### config.mk
export PLATFORM = sky130hd
export DESIGN_NAME = dwsp_ctrl
export DESIGN_NICKNAME = d
export VERILOG_FILES = /design/src/sv/dwsp_pkg.sv /design/src/sv/dwsp_ctrl.sv
export SDC_FILE = /design/constraint.sdc
export NUM_CORES = 1
export LEC_CHECK = 0
export ABC_AREA = 1
export ABC_CLOCK_PERIOD_IN_PS = 1700
export BUFFER_PORTS_ARGS = -buffer_cell sky130_fd_sc_hd__buf_2
export CORE_AREA = 10 10 47 49
export CTS_BUF_LIST = sky130_fd_sc_hd__clkbuf_4 sky130_fd_sc_hd__clkbuf_8
export DETAILED_ROUTE_END_ITERATION = 16
export DIE_AREA = 0 0 57 59
export PLACE_DENSITY_LB_ADDON = 0.15
export RECOVER_POWER = 100
export SETUP_SLACK_MARGIN = 0.5
export SLEW_MARGIN = 20
export SYNTH_ARGS = -nofsm -noshare
export SYNTH_HDL_FRONTEND = slang
export SYNTH_SLANG_ARGS = --single-unit
### constraint.sdc
create_clock -name clk -period 1.7 [get_ports clk]
set_clock_uncertainty 0.1 [all_clocks]
set_input_delay 0.255 -clock clk [delete_from_list [all_inputs] [get_ports clk]]
set_output_delay 0.255 -clock clk [all_outputs]
set_load 0.02 [all_outputs]
### src/sv/dwsp_pkg.sv
package dwsp_pkg;

  localparam int DVD_W = 52;
  localparam int DVS_W = 40;
  localparam int DIV_CNT_W = 6;
  localparam logic [29:0] DEN_K = 30'd823550000;
  localparam logic [3:0] REG_PROP = 4'd0;
  localparam logic [3:0] REG_INTEG = 4'd1;
  localparam logic [3:0] REG_DERIV = 4'd2;
  localparam logic [3:0] REG_PERIOD = 4'd3;
  localparam logic [3:0] REG_LIMIT = 4'd4;
  localparam logic [3:0] REG_TRACK = 4'd5;
  localparam logic [3:0] REG_RADIUS = 4'd6;
  localparam logic [3:0] REG_CPR = 4'd7;

  typedef enum logic [4:0] {
    ST_IDLE, ST_NUM, ST_RPM_GO, ST_RPM_WAIT, ST_FF_MUL, ST_FF_SHIFT, ST_ERR,
    ST_DER_GO, ST_DER_WAIT, ST_ES, ST_MUL_P, ST_MUL_I, ST_MUL_D, ST_CORR,
    ST_DRIVE, ST_MR_GO, ST_MR_WAIT, ST_ML_GO, ST_ML_WAIT, ST_PUSH
  } state_t;

  typedef enum logic [3:0] {
    OP_NONE, OP_NUM, OP_RPM, OP_FF_MUL, OP_FF, OP_ERR, OP_DER, OP_ES, OP_MUL_P,
    OP_MUL_I, OP_MUL_D, OP_CORR, OP_DRIVE, OP_MR, OP_ML
  } op_t;

  typedef struct packed {
    op_t  op;
    logic start;
    logic load;
    logic push;
    logic wheel;
  } cmd_t;

  typedef struct packed {
    logic div_done;
    logic out_free;
  } stat_t;

endpackage

### src/sv/dwsp_ctrl.sv
module dwsp_ctrl (
  input  logic            clk,
  input  logic            rst_n,
  input  logic            in_tvalid,
  output logic            in_tready,
  input  dwsp_pkg::stat_t stat,
  output dwsp_pkg::cmd_t  cmd
);

  dwsp_pkg::state_t state_r, state_nxt;
  logic             wheel_r, wheel_nxt;

  always_ff @(posedge clk) begin
    if (!rst_n) begin
      state_r <= dwsp_pkg::ST_IDLE;
      wheel_r <= 1'b0;
    end else begin
      state_r <= state_nxt;
      wheel_r <= wheel_nxt;
    end
  end

  always_comb begin
    state_nxt = state_r;
    wheel_nxt = wheel_r;
    in_tready = 1'b0;
    cmd.op = dwsp_pkg::OP_NONE;
    cmd.start = 1'b0;
    cmd.load = 1'b0;
    cmd.push = 1'b0;
    cmd.wheel = wheel_r;
    unique case (state_r)
      dwsp_pkg::ST_IDLE: begin
        in_tready = 1'b1;
        if (in_tvalid) begin
          cmd.load = 1'b1;
          wheel_nxt = 1'b0;
          state_nxt = dwsp_pkg::ST_NUM;
        end
      end
      dwsp_pkg::ST_NUM: begin
        cmd.op = dwsp_pkg::OP_NUM;
        state_nxt = dwsp_pkg::ST_RPM_GO;
      end
      dwsp_pkg::ST_RPM_GO: begin
        cmd.op = dwsp_pkg::OP_RPM;
        cmd.start = 1'b1;
        state_nxt = dwsp_pkg::ST_RPM_WAIT;
      end
      dwsp_pkg::ST_RPM_WAIT: begin
        cmd.op = dwsp_pkg::OP_RPM;
        if (stat.div_done) state_nxt = dwsp_pkg::ST_FF_MUL;
      end
      dwsp_pkg::ST_FF_MUL: begin
        cmd.op = dwsp_pkg::OP_FF_MUL;
        state_nxt = dwsp_pkg::ST_FF_SHIFT;
      end
      dwsp_pkg::ST_FF_SHIFT: begin
        cmd.op = dwsp_pkg::OP_FF;
        state_nxt = dwsp_pkg::ST_ERR;
      end
      dwsp_pkg::ST_ERR: begin
        cmd.op = dwsp_pkg::OP_ERR;
        state_nxt = dwsp_pkg::ST_DER_GO;
      end
      dwsp_pkg::ST_DER_GO: begin
        cmd.op = dwsp_pkg::OP_DER;
        cmd.start = 1'b1;
        state_nxt = dwsp_pkg::ST_DER_WAIT;
      end
      dwsp_pkg::ST_DER_WAIT: begin
        cmd.op = dwsp_pkg::OP_DER;
        if (stat.div_done) state_nxt = dwsp_pkg::ST_ES;
      end
      dwsp_pkg::ST_ES: begin
        cmd.op = dwsp_pkg::OP_ES;
        state_nxt = dwsp_pkg::ST_MUL_P;
      end
      dwsp_pkg::ST_MUL_P: begin
        cmd.op = dwsp_pkg::OP_MUL_P;
        state_nxt = dwsp_pkg::ST_MUL_I;
      end
      dwsp_pkg::ST_MUL_I: begin
        cmd.op = dwsp_pkg::OP_MUL_I;
        state_nxt = dwsp_pkg::ST_MUL_D;
      end
      dwsp_pkg::ST_MUL_D: begin
        cmd.op = dwsp_pkg::OP_MUL_D;
        state_nxt = dwsp_pkg::ST_CORR;
      end
      dwsp_pkg::ST_CORR: begin
        cmd.op = dwsp_pkg::OP_CORR;
        state_nxt = dwsp_pkg::ST_DRIVE;
      end
      dwsp_pkg::ST_DRIVE: begin
        cmd.op = dwsp_pkg::OP_DRIVE;
        if (!wheel_r) begin
          wheel_nxt = 1'b1;
          state_nxt = dwsp_pkg::ST_NUM;
        end else begin
          state_nxt = dwsp_pkg::ST_MR_GO;
        end
      end
      dwsp_pkg::ST_MR_GO: begin
        cmd.op = dwsp_pkg::OP_MR;
        cmd.start = 1'b1;
        state_nxt = dwsp_pkg::ST_MR_WAIT;
      end
      dwsp_pkg::ST_MR_WAIT: begin
        cmd.op = dwsp_pkg::OP_MR;
        if (stat.div_done) state_nxt = dwsp_pkg::ST_ML_GO;
      end
      dwsp_pkg::ST_ML_GO: begin
        cmd.op = dwsp_pkg::OP_ML;
        cmd.start = 1'b1;
        state_nxt = dwsp_pkg::ST_ML_WAIT;
      end
      dwsp_pkg::ST_ML_WAIT: begin
        cmd.op = dwsp_pkg::OP_ML;
        if (stat.div_done) state_nxt = dwsp_pkg::ST_PUSH;
      end
      dwsp_pkg::ST_PUSH: begin
        if (stat.out_free) begin
          cmd.push = 1'b1;
          state_nxt = dwsp_pkg::ST_IDLE;
        end
      end
      default: state_nxt = dwsp_pkg::ST_IDLE;
    endcase
  end

endmodule

### Yosys cells after proc, flatten, opt, wreduce, memory -nomap -nowiden

Index checks and enable logic that the tools add are counted.

* register bits after elaboration: 6
* input port bits: 5
* output and inout bits: 9

* equality and inequality tests: 25
* multiplexer cells: 17
* reductions and logical operators: 9

Operators by type and width (count)
* case mux 5 bit (20 select lines): 1
* case mux 4 bit (14 select lines): 1
* equality test 5 x 4 -> 1 bit (second input constant): 8
* two-way mux 5 bit: 6
* equality test 5 x 3 -> 1 bit (second input constant): 4
* equality test 5 bit (second input constant): 4
* != test 2 bit (second input constant): 6
* equality test 5 x 2 -> 1 bit (second input constant): 2
* OR reduction 2 bit: 4
* two-way mux 1 bit: 7
* AND reduction 6 bit: 1
* equality test 5 x 1 -> 1 bit (second input constant): 1
* logical NOT 5 bit: 1
* two-way mux 4 bit: 1
* OR reduction 4 bit: 1
* case mux 1 bit (2 select lines): 1
* AND reduction 2 bit: 1
* nonzero test 2 bit: 1

### Logic depth before layout (Yosys ltp)

* word-level depth: 3
* depth in mapped cells: 9

### Worst setup path after synthesis

OpenSTA, ideal clock, no wires.

* kind: register to output
* start point: register state_r[2]
* end point: output port cmd[2] (netlist name)
* arrival time: 1.374 ns
* data required time: 1.345 ns
* setup slack: -0.029 ns
* stages on the path, launching flop included: 6
* cell sequence: dfxtp_1 -> nor2_4 -> inv_1 -> nor4_2 -> nand2_1 -> inv_1

RTL lines
* from (decl): line dwsp_ctrl.sv:10 `dwsp_pkg::state_t state_r, state_nxt;`
* from (signal assigned): line dwsp_ctrl.sv:15 `state_r <= dwsp_pkg::ST_IDLE;`
* from (signal assigned): line dwsp_ctrl.sv:18 `state_r <= state_nxt;`
* to (decl): line dwsp_ctrl.sv:7 `output dwsp_pkg::cmd_t cmd`

==> key figures <==
CTS
  • CTS clk-pin slew, worst paths: 0.05 ns
  • Cts bufs inserted: 3
  • Deepest clock path buffer count: 2
  • Hold-fix buffers, CTS: 0
  • H-tree depth: 1
  • Clk sink count: 6
  • CTS root buf: clkbuf_4
  • Clk Latency, worst-skew pair: 0.24 ns
  • CTS tree: done

Detailed routing
  • Wire length on met3: 180 um
  • Via count: 965
  • Drc violations: 0
  • Highest routed layer: met4
  • Routed WL per cell: 15.45 um
  • DRT met1 WL: 1.103 mm
  • Final ANT Viol Nets: 0
  • Initial DRT Pass Iterations: 5
  • Metal2 WL: 1.341 mm
  • Initial DRC count: 29
  • Via/cell ratio: 5.452
  • Final WL: 2.734 mm

Floorplan
  • Rows: 14
  • Die X-Extent: 57 um
  • Die height: 59 um
  • Die footprint: 3363 um^2
  • # IOs: 14
  • Core footprint: 1401 um^2
  • Initial Util: 0.4688

Setup path
  • CP startpoint kind: register
  • Top delay family on crit path: simple AND/OR/NAND/NOR gates
  • Slowest stage cell on the critical path: dfxtp_4
  • Max FO, Critical Path: 4
  • CP Class: reg2out
  • Data required time at the worst endpoint: 1.34 ns
  • Buf+Inv Stages, Crit Path: 2
  • Max stage delay on crit path: 0.36 ns
  • Critical Path AT: 1.51 ns
  • Critical path, cell by cell: buf_6 -> nor3_4 -> nand2_2 -> nand2_2 -> nor2_2 -> o2111ai_2 -> buf_6
  • Critical path endpoint category: primary output

Synthesis
  • Sequential fraction of the synthesis area: 0.1829
  • Synth top area share: 0.2114
  • Cell count after synthesis: 123
  • Yosys top cell by area: nand2_1
  • Distinct cells, synth: 23
  • Mapped Nets: 128
  • Cell Area, Synth: 656.9 um^2
  • Largest cells by area after synthesis: nand2_1 21%, dfxtp_1 18%, nor2_1 13%
  • Most frequent cell after synthesis: nand2_1
  • Post-synth top cells: 37 x nand2_1, 23 x nor2_1, 18 x inv_1
  • Post-synth EDFFs: 0
  • Number of synthesized register bits: 6
  • Mean post-synth cell area: 5.340 um^2
  • Ys async rst share: 0
  • Ys Warns: 0
  • Post-synth top flop: dfxtp_1

Finish
  • Final net count: 167
  • Share of cells above drive strength 1: 0.5901
  • # diodes: 0
  • Finished Cell Area: 1211 um^2
  • Util after Layout: 0.8643
  • Area growth from synthesis to layout: 84.38%

Placement
  • Post-placement setup slack: 0.04110 ns
  • Post-DP HPWL: 1.610 mm
  • Dpl cell area: 825.8 um^2
  • Routability cong.: 0.9208
  • I/O Buffers: 13

GRT
  • Vias in the first global route: 966
  • First-pass GRT wire length: 4.167 mm
  • GR Util All Layers: 0.1496
  • GRT overflow: 0
  • Largest net degree at the start of global routing: 8
  • Initial antenna violation count: 0

STA
  • Fin crit share: 1.095
  • Post-layout min period: 1.861 ns
  • Final setup violation count: 7
  • Max-slew headroom: 0.8189
  • Actual slew at the worst max-slew pin: 0.2708 ns
  • Final Max Tran Viols: 0
  • Worst Setup Slack, final: -0.1607 ns
  • Fmax: 0.5374 GHz
  • Final Hold Fails: 0
  • RSZ-0062 raised after global routing: true

Run status
  • Failing checks: negative setup slack
  • Status: complete, but fails checks

Power and ir drop
  • Lkg Pwr: 0.6646 nW
  • Maximum vdd ir drop: 1.339 mV
  • Pwr Density: 1741 nW/um^2

Job
  • Max-cap violations: 0

Hold path
  • Hold crit path type: in2reg
cells in the final DEF, fill, tap and decap left out, types with 7 or more instances in the layout:
master and instances:
buf_6 15, inv_1 13, nand2_2 13, nor2_1 15, nand2_1 23, buf_4 14
nor2_4 7
repair_timing:
action | in CTS | in global routing
pin swaps | 17 | 12
hold endpoints to repair | 0 | 0
setup endpoints to repair | 14 | 14
setup buffers | 15 | 5
gates resized for setup | 50 | 14
area by class of cell:
| class | instances | area [um^2] |
|---|---|---|
| inverter | 21 | 88.84 |
| multi-input combinational | 94 | 610.6 |
| timing repair buffer | 36 | 322.8 |
| fill | 73 | 190.2 |
| tap | 16 | 20.02 |
| sequential | 6 | 138.9 |
| clock buffer | 4 | 30.03 |
through the flow:
step	setup TNS [ns]	std cells	hold WS [ns]	total power (W)
3_5_place_dp	0	153	0.3745	0.001346
6_report	-0.7557	177	0.1584	0.002109
3_3_place_gp	0	153	0.3628	0.001345
5_1_grt	-1.337	177	0.1672	0.002262
4_1_cts	-0.3694	172	0.1538	0.001923
2_1_floorplan	0	123	0.2657	0.001069
metal layers:
| metal | global-route usage | up-vias |
|---|---|---|
| met5 | 0 | - |
| met4 | 0.07718 | 0 |
| met3 | 0.04077 | 14 |
| met2 | 0.2667 | 45 |
| met1 | 0.1570 | 446 |
| li1 | - | 460 |
power by group:
part           internal (W)  switching [W]  leakage [nW]
combinational      0.000758       0.000910         0.594
sequential         0.000198      0.0000871        0.0525
clock              0.000105      0.0000506        0.0184
state kept, by name, indices dropped and copies added (netlist names):
| register | flops |
|---|---|
| state_r | 5 |
| wheel_r | 1 |
worst paths after layout:
check        cells after the start    endpoint  slack, ns  startpoint
max                              7      cmd[6]      -0.16  state_r[3]
min                              3  state_r[1]       0.16       rst_n
max reg2reg                      9  state_r[4]       0.19  state_r[2]
min reg2reg                      2     wheel_r       0.38     wheel_r
worst reg2reg max path, cell delays in order, from the launching register on:
cell     delay (ns)
dfxtp_4        0.38
nor2_4         0.23
nand2_2        0.11
o21ai_2        0.17
nor2_2         0.07
buf_4          0.14
buf_6          0.11
nand3_2        0.04
nand2_1        0.04
nor2_1         0.07
logic make-up (layout without fill, tap and decap cells):
logic type | after synthesis | count (layout) | share of synthesized area
AND/OR/NAND/NOR | 84 | 84 | 0.5962
buffers and inverters | 23 | 61 | 0.1390
AO/OA/AOI/OAI | 10 | 10 | 0.08190
flip-flops | 6 | 6 | 0.1829
Note: power is estimated with default switching activity, not from simulation.
